[src/hw/rtl/wbss_pkg.sv]
// Shared types and constants of the wildcard byte signature scanner.
`timescale 1ns / 1ps

package wbss_pkg;

   localparam int DEF_MAX_PATTERN = 16;
   localparam int CSR_INDEX_W     = 8;
   localparam int CSR_DATA_W      = 64;
   localparam int ADDR_W          = 32;
   localparam int CFG_LEN_W       = 5;

   localparam logic [CSR_INDEX_W-1:0] CSR_PATTERN_LOW  = 8'd0;
   localparam logic [CSR_INDEX_W-1:0] CSR_PATTERN_HIGH = 8'd1;
   localparam logic [CSR_INDEX_W-1:0] CSR_WILDCARD     = 8'd2;
   localparam logic [CSR_INDEX_W-1:0] CSR_LENGTH       = 8'd3;
   localparam logic [CSR_INDEX_W-1:0] CSR_RANGE_BASE   = 8'd4;

   typedef struct packed {
      logic [127:0]          pattern;
      logic [15:0]           wildcard_mask;
      logic [CFG_LEN_W-1:0]  pattern_length;
      logic [ADDR_W-1:0]     range_base;
   } cfg_type;

   typedef struct packed {
      logic              found;
      logic [ADDR_W-1:0] match_address;
   } result_type;

endpackage

[src/hw/rtl/wbss_match.sv]
// Masked compare of the byte window against the signature.
`timescale 1ns / 1ps

module wbss_match #(
   parameter int MAX_PATTERN = wbss_pkg::DEF_MAX_PATTERN,
   parameter int LEN_W       = $clog2(MAX_PATTERN + 1),
   parameter int IDX_W       = (MAX_PATTERN > 1) ? $clog2(MAX_PATTERN) : 1
) (
   input  logic [MAX_PATTERN-1:0][7:0] window,
   input  wbss_pkg::cfg_type           cfg,
   input  logic [LEN_W-1:0]            eff_len,
   output logic                        hit
);

   // Signature byte i lines up with window entry eff_len-1-i, entry 0 the newest byte.
   always_comb begin
      logic [IDX_W-1:0] sel;
      hit = 1'b1;
      for (int i = 0; i < MAX_PATTERN; i++) begin
         sel = IDX_W'(eff_len - LEN_W'(1) - LEN_W'(i));
         if ((LEN_W'(i) < eff_len) && !cfg.wildcard_mask[i] &&
             (window[sel] != cfg.pattern[8*i +: 8])) begin
            hit = 1'b0;
         end
      end
   end

endmodule

[src/hw/rtl/wbss_core.sv]
// Scan state: byte window, byte count, report flag and result generation.
`timescale 1ns / 1ps

module wbss_core #(
   parameter int MAX_PATTERN = wbss_pkg::DEF_MAX_PATTERN
) (
   input  logic                 clock,
   input  logic                 reset,
   input  logic                 in_beat,
   input  logic [7:0]           in_byte,
   input  logic                 in_last,
   input  wbss_pkg::cfg_type    cfg,
   output logic                 res_push,
   output wbss_pkg::result_type res_data
);

   localparam int LEN_W = $clog2(MAX_PATTERN + 1);
   localparam int AW    = wbss_pkg::ADDR_W;

   logic [MAX_PATTERN-1:0][7:0] window_ff, window_in;
   logic [AW-1:0]               seen_ff, seen_in;
   logic                        reported_ff, reported_in;
   logic [LEN_W-1:0]            eff_len;
   logic                        hit;

   always_comb begin
      if (cfg.pattern_length == '0) begin
         eff_len = LEN_W'(1);
      end else if (cfg.pattern_length > wbss_pkg::CFG_LEN_W'(MAX_PATTERN)) begin
         eff_len = LEN_W'(MAX_PATTERN);
      end else begin
         eff_len = LEN_W'(cfg.pattern_length);
      end
   end

   always_comb begin
      window_in[0] = in_byte;
      for (int k = 1; k < MAX_PATTERN; k++) begin
         window_in[k] = window_ff[k-1];
      end
      seen_in = (seen_ff == '1) ? seen_ff : seen_ff + AW'(1);
   end

   wbss_match #(
      .MAX_PATTERN (MAX_PATTERN)
   ) u_match (
      .window  (window_in),
      .cfg     (cfg),
      .eff_len (eff_len),
      .hit     (hit)
   );

   logic match_now;
   assign match_now = hit && (seen_in >= AW'(eff_len));

   always_comb begin
      reported_in            = reported_ff;
      res_push               = 1'b0;
      res_data.found         = 1'b0;
      res_data.match_address = '0;
      if (in_beat && !reported_ff) begin
         if (match_now) begin
            res_push               = 1'b1;
            res_data.found         = 1'b1;
            res_data.match_address = cfg.range_base + seen_in - AW'(eff_len);
            reported_in            = !in_last;
         end else if (in_last) begin
            res_push = 1'b1;
         end
      end else if (in_beat && in_last) begin
         reported_in = 1'b0;
      end
   end

   always_ff @(posedge clock) begin
      if (reset) begin
         seen_ff     <= '0;
         reported_ff <= 1'b0;
      end else if (in_beat) begin
         reported_ff <= reported_in;
         if (in_last) begin
            seen_ff <= '0;
         end else if (!reported_ff) begin
            seen_ff <= seen_in;
         end
      end
   end

   // The window is only read over bytes taken since the last rearm.
   always_ff @(posedge clock) begin
      if (in_beat && !reported_ff) begin
         window_ff <= window_in;
      end
   end

endmodule

[src/hw/rtl/wbss_rsp_queue.sv]
// Two-entry result queue that decouples the scan from the result channel.
`timescale 1ns / 1ps

module wbss_rsp_queue (
   input  logic                 clock,
   input  logic                 reset,
   input  logic                 push,
   input  wbss_pkg::result_type push_data,
   output logic                 full,
   output logic                 out_valid,
   input  logic                 out_ready,
   output wbss_pkg::result_type out_data
);

   wbss_pkg::result_type entry_ff [2];
   logic                 wr_ptr_ff, rd_ptr_ff;
   logic [1:0]           count_ff, count_in;
   logic                 pop;

   assign out_valid = (count_ff != 2'd0);
   assign full      = (count_ff == 2'd2);
   assign pop       = out_valid && out_ready;
   assign out_data  = entry_ff[rd_ptr_ff];

   always_comb begin
      count_in = count_ff;
      if (push && !pop) begin
         count_in = count_ff + 2'd1;
      end else if (pop && !push) begin
         count_in = count_ff - 2'd1;
      end
   end

   always_ff @(posedge clock) begin
      if (reset) begin
         wr_ptr_ff <= 1'b0;
         rd_ptr_ff <= 1'b0;
         count_ff  <= 2'd0;
      end else begin
         count_ff <= count_in;
         if (push) begin
            wr_ptr_ff <= !wr_ptr_ff;
         end
         if (pop) begin
            rd_ptr_ff <= !rd_ptr_ff;
         end
      end
   end

   always_ff @(posedge clock) begin
      if (push) begin
         entry_ff[wr_ptr_ff] <= push_data;
      end
   end

endmodule

[src/hw/rtl/wildcard_byte_signature_scan_top.sv]
// A result is pushed into the result queue on its byte beat; rsp offers the queue head.
// Throughput: one byte per cycle while the result queue is not full; the scan, a window
// shift plus a masked compare of all signature bytes, finishes within the cycle of the
// beat, and a two-entry result queue lets bytes keep flowing while a result waits.
// Reset: synchronous, active high; clears the scan state, the queue and the registers
// (pattern_length to 1, others to 0). No clearing pass; bytes are accepted right after.
`timescale 1ns / 1ps

module wildcard_byte_signature_scan_top #(
   parameter int MAX_PATTERN = wbss_pkg::DEF_MAX_PATTERN
) (
   input  logic                                clock,
   input  logic                                reset,
   // req_tdata: data_byte [7:0]
   input  logic [7:0]                          req_tdata,
   input  logic                                req_tlast,
   input  logic                                req_tvalid,
   output logic                                req_tready,
   // rsp_tdata: match_address [31:0]
   output logic [wbss_pkg::ADDR_W-1:0]         rsp_tdata,
   // rsp_tuser: found [0]
   output logic                                rsp_tuser,
   output logic                                rsp_tvalid,
   input  logic                                rsp_tready,
   input  logic                                csr_valid,
   output logic                                csr_ready,
   input  logic [wbss_pkg::CSR_INDEX_W-1:0]    csr_index,
   input  logic [wbss_pkg::CSR_DATA_W-1:0]     csr_data
);

   wbss_pkg::cfg_type    cfg_ff;
   wbss_pkg::result_type res_data, out_data;
   logic                 res_push, queue_full, in_beat;

   assign csr_ready  = 1'b1;
   assign req_tready = !queue_full;
   assign in_beat    = req_tvalid && req_tready;

   always_ff @(posedge clock) begin
      if (reset) begin
         cfg_ff.pattern        <= '0;
         cfg_ff.wildcard_mask  <= '0;
         cfg_ff.pattern_length <= wbss_pkg::CFG_LEN_W'(1);
         cfg_ff.range_base     <= '0;
      end else if (csr_valid && csr_ready) begin
         case (csr_index)
            wbss_pkg::CSR_PATTERN_LOW:  cfg_ff.pattern[63:0]   <= csr_data;
            wbss_pkg::CSR_PATTERN_HIGH: cfg_ff.pattern[127:64] <= csr_data;
            wbss_pkg::CSR_WILDCARD:     cfg_ff.wildcard_mask   <= csr_data[15:0];
            wbss_pkg::CSR_LENGTH: begin
               cfg_ff.pattern_length <= csr_data[wbss_pkg::CFG_LEN_W-1:0];
            end
            wbss_pkg::CSR_RANGE_BASE: begin
               cfg_ff.range_base <= csr_data[wbss_pkg::ADDR_W-1:0];
            end
            default: ;
         endcase
      end
   end

   wbss_core #(
      .MAX_PATTERN (MAX_PATTERN)
   ) u_core (
      .clock    (clock),
      .reset    (reset),
      .in_beat  (in_beat),
      .in_byte  (req_tdata),
      .in_last  (req_tlast),
      .cfg      (cfg_ff),
      .res_push (res_push),
      .res_data (res_data)
   );

   wbss_rsp_queue u_rsp_queue (
      .clock     (clock),
      .reset     (reset),
      .push      (res_push),
      .push_data (res_data),
      .full      (queue_full),
      .out_valid (rsp_tvalid),
      .out_ready (rsp_tready),
      .out_data  (out_data)
   );

   assign rsp_tdata = out_data.match_address;
   assign rsp_tuser = out_data.found;

endmodule

[config.mk]
export PLATFORM = sky130hd
export DESIGN_NAME = wildcard_byte_signature_scan_top
export DESIGN_NICKNAME = d
export VERILOG_FILES = /design/src/hw/rtl/wbss_pkg.sv /design/src/hw/rtl/wbss_match.sv /design/src/hw/rtl/wbss_core.sv /design/src/hw/rtl/wbss_rsp_queue.sv /design/src/hw/rtl/wildcard_byte_signature_scan_top.sv
export SDC_FILE = /design/constraint.sdc
export NUM_CORES = 1
export LEC_CHECK = 0
export BUFFER_PORTS_ARGS = -buffer_cell sky130_fd_sc_hd__buf_2
export CAP_MARGIN = 20
export CORE_ASPECT_RATIO = 1.25
export CORE_MARGIN = 8
export CORE_UTILIZATION = 40
export CTS_CLUSTER_DIAMETER = 200
export DETAILED_ROUTE_END_ITERATION = 10
export GPL_TIMING_DRIVEN = 0
export PLACE_DENSITY_LB_ADDON = 0.2
export REMOVE_ABC_BUFFERS = 1
export SLEW_MARGIN = 20
export SYNTH_ARGS = -nofsm -noshare
export SYNTH_HDL_FRONTEND = slang
export SYNTH_HIERARCHICAL = 1
export SYNTH_SLANG_ARGS = --single-unit
[constraint.sdc]
create_clock -name clock -period 19.3 [get_ports clock]
set_input_delay 2.895 -clock clock [delete_from_list [all_inputs] [get_ports clock]]
set_output_delay 2.895 -clock clock [all_outputs]
set_load 0.01 [all_outputs]
==> results of run 1 <==
registers in the layout, indices dropped and copies added, names as in the netlist, named ones only:
| register | flops |
|---|---|
| cfg_ff | 181 |
| u_core/reported_ff | 1 |
| u_core/seen_ff | 32 |
| u_core/window_ff | 120 |
| u_rsp_queue/count_ff | 2 |
| u_rsp_queue/entry_ff | 66 |
| u_rsp_queue/rd_ptr_ff | 1 |
| u_rsp_queue/wr_ptr_ff | 1 |
placed cells by master (no fill, tap or decap), types with 12 or more instances in the layout:
cell,netlist,layout
inv_1,85,84
buf_2,41,119
buf_12,0,15
nand3_1,25,24
a21oi_1,69,69
or3_1,14,14
xor2_1,79,79
nand4_1,33,33
clkbuf_16,0,50
xnor2_1,118,118
a22oi_1,101,101
nor2_1,92,89
mux2i_1,464,464
mux2_2,115,115
nor2b_1,19,12
and2_1,17,16
nor3_1,48,48
nor4_1,25,24
ha_1,60,59
o21ai_0,55,55
edfxtp_1,186,186
dfxtp_1,219,218
nand2_1,132,131
a21o_1,18,18
nand2b_1,260,259
and3_1,15,15
cells by family (layout without fill, tap and decap cells):
group,Yosys count,after routing
AOI/OAI and AO/OA,344,344
xor gates and xnor gates,208,208
adders and majority gates,64,64
buffers and inverters,239,336
DFF,405,405
muxes,590,590
other,1,1
and+or+nand+nor,722,722
where the power goes:
part	leakage (nW)	switching, mW	internal, mW
clock	0.799	0.383	0.554
sequential	3.57	0.0550	1.00
combinational	8.56	0.380	0.254
total	12.9	0.818	1.81
path summary, 6_finish.rpt:
check | cells after the start | end
setup reg to reg | 23 | u_rsp_queue/entry_ff[0][29]
hold reg to reg | 0 | u_core/window_ff[23]
hold / removal | 0 | u_core/window_ff[23]
setup / recovery | 23 | u_rsp_queue/entry_ff[0][29]
metrics by stage:
step | TNS (ps) | cells | cell area [um^2]
final | 0 | 3526 | 29770
after global routing | 0 | 3526 | 29770
after CTS | 0 | 3525 | 29720
after detailed placement | 0 | 3437 | 28110
after global placement | -513730 | 3397 | 27220
after floorplan | 0 | 2421 | 25550
critical path, stage by stage (launching register included):
cell and delay [ps]:
dfxtp_1 460, inv_1 200, nand2_1 100, inv_1 530, inv_1 220, ha_4 250
xnor2_4 790, inv_4 340, ha_1 440, or3_1 350, a21oi_1 350, xnor2_4 330
mux2i_1 300, xnor2_1 170, nand4_1 160, o21ai_1 310, o31ai_1 170, nor4_1 500
and4_1 420, nand2_2 390, nor2_4 470, a21o_1 200, nor2b_4 350, buf_12 230
metal layers:
metal	vias up	wire, um	global-route usage [%]
li1	9437	-	-
met1	9709	31650	24.22
met2	568	41550	38.43
met3	171	3667	3.064
met4	0	5018	11.29
met5	-	0	0
area by class of cell:
type,instances,share of cell area [%]
clock buffers,62,4.460
clock inverters,26,0.9583
inverters,87,1.110
multi-input cells,1929,51.78
flip-flops and latches,405,33.50
well taps,856,3.598
repair buffers,161,4.598
==> flow_summary_export.csv, run 1 <==
group,metric,value,unit
power_and_ir_drop,power.density,88.26,nW/um^2
synth,synth_top_family_by_area,"multiplexers",
timing,slew_viol_final,0,
routing,wl_per_cell,23.22,um
cells_and_area,syn_to_final_growth,12.63,%
timing,setup_ws,10830,ps
setup_path,critical_path_class,"flop to flop",
setup_path,startpoint,"cfg_ff[36]",
setup_path,r2r_start,"cfg_ff[36]",
floorplan,fp-row-count,105,
floorplan,start_util,40.32,%
worst_hold_path,worstHoldPathType,"flop to flop",
synth,syn_area,26430,um^2
placed_design,hpwl,62810,um
setup_path,cp_max_fo,27,
clocking,cts_resized,0,
synth,synthTopCellsByArea,"edfxtp_1, mux2i_1, dfxtp_1",
clocking,clk_pin_slew_worst_paths,60,ps
routing,drtIter0Drc,1427,
synth,synthCells,2573,
setup_path,ff2ff_setup_slack,10830,ps
cells_and_area,antenna_cells,0,
synth,synth.yosys.seq_area_share,37.72,%
clocking,hold_buffers,0,
outcome,status,"completed",
synth,yosysMostFrequentCell,"mux2i_1",
routing,firstDrtPassIters,6,
floorplan,die_w,245.9,um
power_and_ir_drop,p_leak,12.93,nW
clocking,clk_path_buf_depth,3,
synth,muxShareOfSynthArea,23.35,%
grt,grt_pass1_vias,20070,
clocking,insertion_delay,600,ps
timing,fin_skew,33.95,ps
cells_and_area,nets,2781,
placed_design,preCtsSetupSlack,10380,ps
floorplan,io_pins,122,
synth,synth_adder_area_share,3.143,%
clocking,cts_root_buf,"clkbuf_16",
synth,syn_avg_cell_area,10.27,um^2
grt,grt_max_degree,124,
timing,finalSetupViolations,0,
grt,grt_overflow_total,0,
synth,synth_top_flop_cell,"dfxtp_1",
grt,grt_pass1_wl,123000,um
synth,synth_cell_types,83,
floorplan,coreArea,65560,um^2
setup_path,startpoint_type,"flop",
synth,ys_ff_latch,405,
power_and_ir_drop,power,2.627,mW
clocking,cts_tree,"done",
clocking,h-tree-depth,2,
synth,synth_edf_count,186,
timing,period_share,43.88,%
routing,vias,19890,
grt,track_usage,21.34,%
synth,synth_common_cells,"mux2i_1, nand2b_1, dfxtp_1, edfxtp_1, nand2_1",
floorplan,die_area,74610,um^2
timing,finalHoldViolCount,0,
cells_and_area,seq_area,9971,um^2
power_and_ir_drop,peakVddDrop,0.06172,mV
run,cap_violations,0,
clocking,cts_sinks,405,
timing,fmax,118.1,MHz
floorplan,fp.dieH,303.4,um
routing,drc,0,
setup_path,worstPathArrival,8740,ps
placed_design,gp_congestion,0.9024,
timing,min_period,8470,ps
synth,synthXorXnorAreaFrac,7.375,%
synth,synth_compound_area_share,8.720,%
placed_design,numPortBuffers,120,
timing,worst_pin_slew,1156,ps
synth,yosysWarningCount,6,
synth,netlist.area_leader.share,21.13,%
routing,wl,81890,um
grt,antenna_found_initial,1,
worst_hold_path,min_from,"u_core/window_ff[15]",
timing,rsz0062_at_grt,"false",
synth,async_flop_share,0,%
synth,synth_area_leader_cell,"edfxtp_1",
cells_and_area,final_core_utilization,45.41,%
timing,slew_headroom,22.77,%
cells_and_area,multi_input_area,15410,um^2
routing,postRouteAntennaNets,0,
synth,yosys.area_share.simple,15.11,%
setup_path,cp.required,19570,ps
routing,via_per_inst,5.640,
setup_path,end_kind,"flop",
cells_and_area,drive_above_1_share,15.58,%
clocking,cts_made_buffers,47,
cells_and_area,fillers,6172,
timing,whs,465.3,ps
clocking,post_cts_buffers,0,
Note: power is estimated with default switching activity, not from simulation.
==> inputs of run 2 (changes only) <==
==> constraint.sdc (replaced) <==
create_clock -name clock -period 8.3 [get_ports clock]
set_input_delay 1.245 -clock clock [delete_from_list [all_inputs] [get_ports clock]]
set_output_delay 1.245 -clock clock [all_outputs]
set_load 0.01 [all_outputs]
==> run 2 against run 1 <==
  * Sequential share of layout area shrank 0.12 points
  * Via count increased by 0.20%
  * Sequential power is 130% higher
  * Design area grew 0.35%
  * First-iteration DRC count is 0.14% higher
  * Hold slack worse by 3.6 ps
  * Combinational power increased by 130%
  * Core utilization up 0.16 points
  * Final cell count increased by 0.23%
  * Fmax up 8.0%
  * Power is 130% higher
  * Count of clock-buffer cells in the layout unchanged
==> flow_summary_export.csv, run 2 (synthesis results as in run 1) <==
group,metric,value,unit
timing,fin_skew,34.20,ps
grt,track_usage,21.39,%
grt,grtUsageMet1,24.20,%
setup_path,cpLargestDelayFamily,"simple AND/OR/NAND/NOR gates",
grt,grtUsageMet3,3.002,%
placed_design,numPortBuffers,120,
cells_and_area,largest_register,"cfg_ff",
placed_design,gp_congestion,0.9024,
setup_path,cp.required,8570,ps
setup_path,cp_cell_sequence,"nor3_1 > nor2_1 > nor2_4 > clkinv_2 > ha_4 > xnor2_4 > inv_4 > ha_1 > or3_1 > a21oi_1 > xnor2_4 > mux2i_1 > xnor2_1 > nand4_1 > o21ai_1 > o31ai_1 > nor4_1 > and4_1 > nand2_2 > nor2_4 > buf_12 > a21o_1 > nor2b_4 > buf_12",
setup_path,path_buf_inv,4,
timing,period_share,94.47,%
placed_design,hpwl,62810,um
cells_and_area,multi_input_area,15440,um^2
grt,antenna_found_initial,1,
timing,finalSetupViolations,0,
power_and_ir_drop,power,6.109,mW
grt,busiest_layer,"met2",
routing,drtIter0Drc,1429,
routing,postRouteAntennaNets,0,
setup_path,startpoint_type,"flop",
grt,grt_pass1_wl,123100,um
cells_and_area,stdcell_count,3534,
run,cap_violations,0,
floorplan,coreArea,65560,um^2
clocking,h-tree-depth,2,
clocking,cts_tree,"done",
grt,use_met2,38.72,%
floorplan,start_util,40.32,%
clocking,clk_path_buf_depth,3,
setup_path,worstPathArrival,8110,ps
clocking,cts_made_buffers,47,
timing,fmax,127.5,MHz
floorplan,fp-row-count,105,
floorplan,die_w,245.9,um
setup_path,cp_max_fo,27,
power_and_ir_drop,peakVddDrop,0.1435,mV
clocking,cts_sinks,405,
grt,grt_max_degree,124,
cells_and_area,final_common_cell,"mux2i_1",
timing,worst_pin_slew,1173,ps
cells_and_area,antenna_cells,0,
timing,setup_ws,459.2,ps
routing,wl_per_cell,23.27,um
setup_path,critical_path_class,"flop to flop",
placed_design,dp.cells,3437,
cells_and_area,syn_to_final_growth,13.02,%
clocking,cts_root_buf,"clkbuf_16",
timing,finalHoldViolCount,0,
placed_design,preCtsSetupSlack,-617.3,ps
cells_and_area,drive_above_1_share,15.91,%
routing,via_per_inst,5.638,
grt,grt_pass1_vias,20080,
cells_and_area,nets,2789,
clocking,clk_pin_slew_worst_paths,70,ps
timing,slew_headroom,21.63,%
cells_and_area,largest_reg_flops,181,
cells_and_area,final_cell_mix,"mux2i_1, nand2b_1, dfxtp_1",
power_and_ir_drop,p_leak,12.96,nW
power_and_ir_drop,power.density,204.5,nW/um^2
worst_hold_path,worstHoldPathType,"flop to flop",
routing,vias,19930,
timing,fin_setup_tns,0,ps
cells_and_area,fillers,6166,
floorplan,io_pins,122,
routing,wl,82250,um
clocking,hold_buffers,0,
routing,drc,0,
floorplan,fp.dieH,303.4,um
grt,grt_overflow_total,0,
cells_and_area,top_regs,"cfg_ff (181), u_core/window_ff (120), u_rsp_queue/entry_ff (66)",
setup_path,crit_slowest_cell,"xnor2_4",
clocking,insertion_delay,600,ps
timing,rsz0062_at_grt,"false",
timing,min_period,7841,ps
outcome,status,"completed",
cells_and_area,seq_area,9971,um^2
routing,firstDrtPassIters,6,
setup_path,cpPeakStageDelay,530,ps
setup_path,end_kind,"flop",
floorplan,die_area,74610,um^2
timing,slew_viol_final,0,
## run 2: worst paths after layout
kind	slack (ps)	endpoint	start	cells past startpoint
max	460	u_rsp_queue/entry_ff[0][29]	cfg_ff[34]	24
max reg2reg	460	u_rsp_queue/entry_ff[0][29]	cfg_ff[34]	24
min	460	u_core/window_ff[23]	u_core/window_ff[15]	0
min reg2reg	460	u_core/window_ff[23]	u_core/window_ff[15]	0
## run 2: power breakdown
group          total, mW  internal [mW]  switching (mW)
registers           2.46           2.33           0.127
clock network       2.18           1.29           0.889
logic               1.48          0.590           0.886
## run 2: repair_timing
item,CTS,global route
setup buffers,0,8
cloned,1,0
pin swaps,1,2
endpoints found under the setup margin,69,53
gates resized for setup,2,3
## run 2: routing by layer
layer	vias to the layer above	part of all wire, %
met3	159	4.0
met2	505	51
met1	9810	39
li1	9451	-
met4	0	5.9
met5	-	0
## run 2: through the flow
stage                     cell area (um^2)  utilization (%)  hold WS [ps]
final                                29870            45.57         461.7
after global routing                 29870            45.57         492.1
after CTS                            29750            45.38         459.6
after detailed placement             28110            42.88         460.7
after global placement               27220            41.53         455.1
after floorplan                      25550                -         443.2
## run 2: layout make-up
class                      instances  area share [%]
timing repair buffer             168           4.842
inverter                          87           1.118
clock buffer                      62           4.444
tap                              856           3.585
multi-input combinational       1930           51.68
sequential                       405           33.38
clock inverter                    26          0.9550
## run 2: worst reg2reg max path: stages (launching register included)
cell and delay, ps:
dfxtp_1 320, nor3_1 200, nor2_1 90, nor2_4 290, clkinv_2 410, ha_4 370
xnor2_4 530, inv_4 290, ha_1 410, or3_1 350, a21oi_1 350, xnor2_4 340
mux2i_1 310, xnor2_1 180, nand4_1 160, o21ai_1 310, o31ai_1 170, nor4_1 440
and4_1 390, nand2_2 390, nor2_4 280, buf_12 150, a21o_1 170, nor2b_4 350
buf_12 230
==> inputs of run 3 (changes only) <==
--- a/config.mk
+++ b/config.mk
@@ -5,6 +5,7 @@
 export SDC_FILE = /design/constraint.sdc
 export NUM_CORES = 1
 export LEC_CHECK = 0
+export ABC_AREA = 1
 export BUFFER_PORTS_ARGS = -buffer_cell sky130_fd_sc_hd__buf_2
 export CAP_MARGIN = 20
 export CORE_ASPECT_RATIO = 1.25
@@ -18,5 +19,4 @@
 export SLEW_MARGIN = 20
 export SYNTH_ARGS = -nofsm -noshare
 export SYNTH_HDL_FRONTEND = slang
-export SYNTH_HIERARCHICAL = 1
 export SYNTH_SLANG_ARGS = --single-unit
==> run 3 against run 2 <==
  * Non-clock buffer count is 22 lower
  * Sequential power decreased by 5%
  * Synthesized cell count rose by 55%
  * Final cell count is 39% higher
  * Sequential cell count unchanged
  * Combinational power fell by 18%
==> flow_summary_export.csv, run 3 <==
group,metric,value,unit
floorplan,start_util,40.37,%
clocking,cts_root_buf,"clkbuf_16",
timing,fin_setup_tns,0,ps
grt,grt_pass1_vias,23870,
cells_and_area,syn_to_final_growth,11.77,%
routing,drc,0,
timing,slew_headroom,28.25,%
power_and_ir_drop,p_comb_share,21.1,%
floorplan,die_w,248.3,um
power_and_ir_drop,peakVddDrop,0.1311,mV
synth,synthXorXnorAreaFrac,2.342,%
clocking,cts_tree,"done",
cells_and_area,largest_register,"cfg_ff",
power_and_ir_drop,power.density,191.0,nW/um^2
synth,yosys.area_share.simple,38.18,%
cells_and_area,multi_input_area,14740,um^2
cells_and_area,fillers,6999,
power_and_ir_drop,power.share.sequential,40.6,%
power_and_ir_drop,p_leak,13.75,nW
routing,drtIter0Drc,2663,
setup_path,worstPathArrival,7890,ps
floorplan,coreArea,66840,um^2
routing,highest_layer,"met5",
synth,ys_ff_latch,405,
routing,vias,26760,
synth,synth_top_family_by_area,"simple AND/OR/NAND/NOR gates",
cells_and_area,largest_reg_flops,181,
timing,finalHoldViolCount,0,
setup_path,crit_cells,26,
setup_path,end_kind,"flop",
cells_and_area,stdcell_count,4902,
synth,synthCells,3998,
placed_design,gp_congestion,0.8879,
synth,synthTopCellsByArea,"edfxtp_1, nand2_1, dfxtp_1",
grt,grt_max_degree,114,
setup_path,cp.required,8610,ps
routing,wl_per_cell,19.57,um
grt,track_usage,24.57,%
setup_path,cpLargestDelayFamily,"simple AND/OR/NAND/NOR gates",
synth,synth_common_cells,"nand2_1, nand3_1, inv_1, nor2_1, dfxtp_1",
setup_path,path_buf_inv,4,
clocking,cts_resized,0,
routing,wl,95950,um
power_and_ir_drop,p_sw,1.796,mW
synth,async_flop_share,0,%
timing,min_period,7573,ps
power_and_ir_drop,clkPwrFrac,38.2,%
synth,syn_area,26980,um^2
synth,synth_area_leader_cell,"edfxtp_1",
timing,finalSetupViolations,0,
setup_path,cpPeakStageDelay,820,ps
synth,netlist.area_leader.share,20.70,%
timing,fmax,132.0,MHz
clocking,h-tree-depth,2,
outcome,status,"completed",
synth,synth_top_flop_cell,"dfxtp_1",
floorplan,fp-row-count,106,
timing,whs,445.3,ps
setup_path,ff2ff_setup_slack,730,ps
grt,grt_overflow_total,0,
placed_design,place_area,28520,um^2
clocking,insertion_delay,610,ps
clocking,post_cts_buffers,0,
synth,syn_avg_cell_area,6.750,um^2
synth,synth_compound_area_share,8.374,%
clocking,clk_path_buf_depth,3,
routing,via_per_inst,5.458,
timing,rsz0062_at_grt,"false",
synth,yosysWarningCount,0,
setup_path,crit_slowest_cell,"inv_1",
routing,postRouteAntennaNets,0,
placed_design,numPortBuffers,120,
routing,dr_wl_met3,6576,um
cells_and_area,top_regs,"cfg_ff (181), u_core.window_ff (120), u_rsp_queue.entry_ff (66)",
placed_design,dp.cells,4812,
cells_and_area,finalInstanceArea,30160,um^2
cells_and_area,drive_above_1_share,7.711,%
placed_design,hpwl,70490,um
floorplan,fp.dieH,306.4,um
cells_and_area,final_common_cell,"nand2_1",
synth,yosysMostFrequentCell,"nand2_1",
cells_and_area,seq_area,9971,um^2
timing,worst_pin_slew,1072,ps
clocking,hold_buffers,0,
setup_path,critical_path_class,"flop to flop",
clocking,clk_pin_slew_worst_paths,60,ps
synth,synth_edf_count,186,
floorplan,io_pins,122,
clocking,cts_made_buffers,46,
setup_path,startpoint_type,"flop",
cells_and_area,final_core_utilization,45.12,%
setup_path,cp_max_fo,79,
synth,synth_cell_types,54,
run,cap_violations,0,
cells_and_area,final_cell_mix,"nand2_1, nand3_1, inv_1",
floorplan,die_area,76080,um^2
worst_hold_path,min_path_cells,0,
synth,muxShareOfSynthArea,1.414,%
cells_and_area,nets,4163,
clocking,cts_sinks,405,
synth,synth_adder_area_share,3.848,%
setup_path,reg2reg_depth,26,
setup_path,cpMostUsedCell,"nand2_1",
routing,wl_met2,44380,um
synth,synth.yosys.seq_area_share,36.95,%
grt,grt_pass1_wl,144900,um
worst_hold_path,worstHoldPathType,"flop to flop",
power_and_ir_drop,p_int,3.965,mW
grt,antenna_found_initial,9,
power_and_ir_drop,switching_share,31.17,%
routing,firstDrtPassIters,6,
routing,wl_met1,41610,um
timing,fin_skew,31.99,ps
timing,period_share,91.24,%
timing,slew_viol_final,0,
-- run 3: kinds of logic after synthesis --
family / Yosys count
simple gates: 2377
buf+inv: 599
compound gates: 432
flops: 405
fa+ha+maj: 80
xor+xnor: 70
mux: 34
other cells: 1
-- run 3: area by class of cell --
type	count	area share, %
antenna	5	0.04148
clock buffer	54	4.123
clock inverter	30	1.199
inverter	404	5.086
multi-input combinational	2994	48.87
sequential	405	33.06
tap	864	3.584
timing repair buffer	146	4.040
-- run 3: power by group through the flow --
stage	registers [mW]	clock network (mW)	logic, mW
3_5_place_dp	2.38	0	1.21
3_3_place_gp	2.42	0	1.14
5_1_grt	2.35	2.32	1.34
6_report	2.34	2.20	1.22
2_1_floorplan	2.37	0	0.766
4_1_cts	2.34	2.24	1.21
-- run 3: worst register-to-register path, cell delays in order (launching register included) --
cell and delay, ps:
dfxtp_1 380, nor2_1 140, nand2_2 140, nand2_8 320
buf_16 390, nand2_8 410, ha_4 350, inv_1 70
nand2_1 90, nand2_4 550, ha_2 650, inv_1 830
nand3_1 230, nand3_1 160, nand2_1 80, nand2_1 60
nand2_1 80, nor2_1 110, nand2_1 70, nor2_1 390
nor2_1 80, nor2_1 130, nand2_1 110, nor2_4 170
nand3_4 390, a21oi_4 680, buf_16 250
-- run 3: final timing paths --
check	from	end
max	cfg_ff[35]	u_rsp_queue.entry_ff[1][6]
min	u_core.window_ff[103]	u_core.window_ff[111]
max reg2reg	cfg_ff[35]	u_rsp_queue.entry_ff[1][6]
min reg2reg	u_core.window_ff[103]	u_core.window_ff[111]
-- run 3: metrics by stage --
step,setup slack [ps],total power [mW]
after floorplan,-1960,3.139
after global placement,-8479,3.561
after detailed placement,446.0,3.584
after CTS,468.8,5.790
after global routing,191.9,6.014
final,726.8,5.761
-- run 3: layer usage --
layer,GRT usage (%),vias to the layer above
met5,0,-
met4,8.360,6
met3,4.254,165
met2,39.99,858
met1,32.65,12540
li1,-,13190
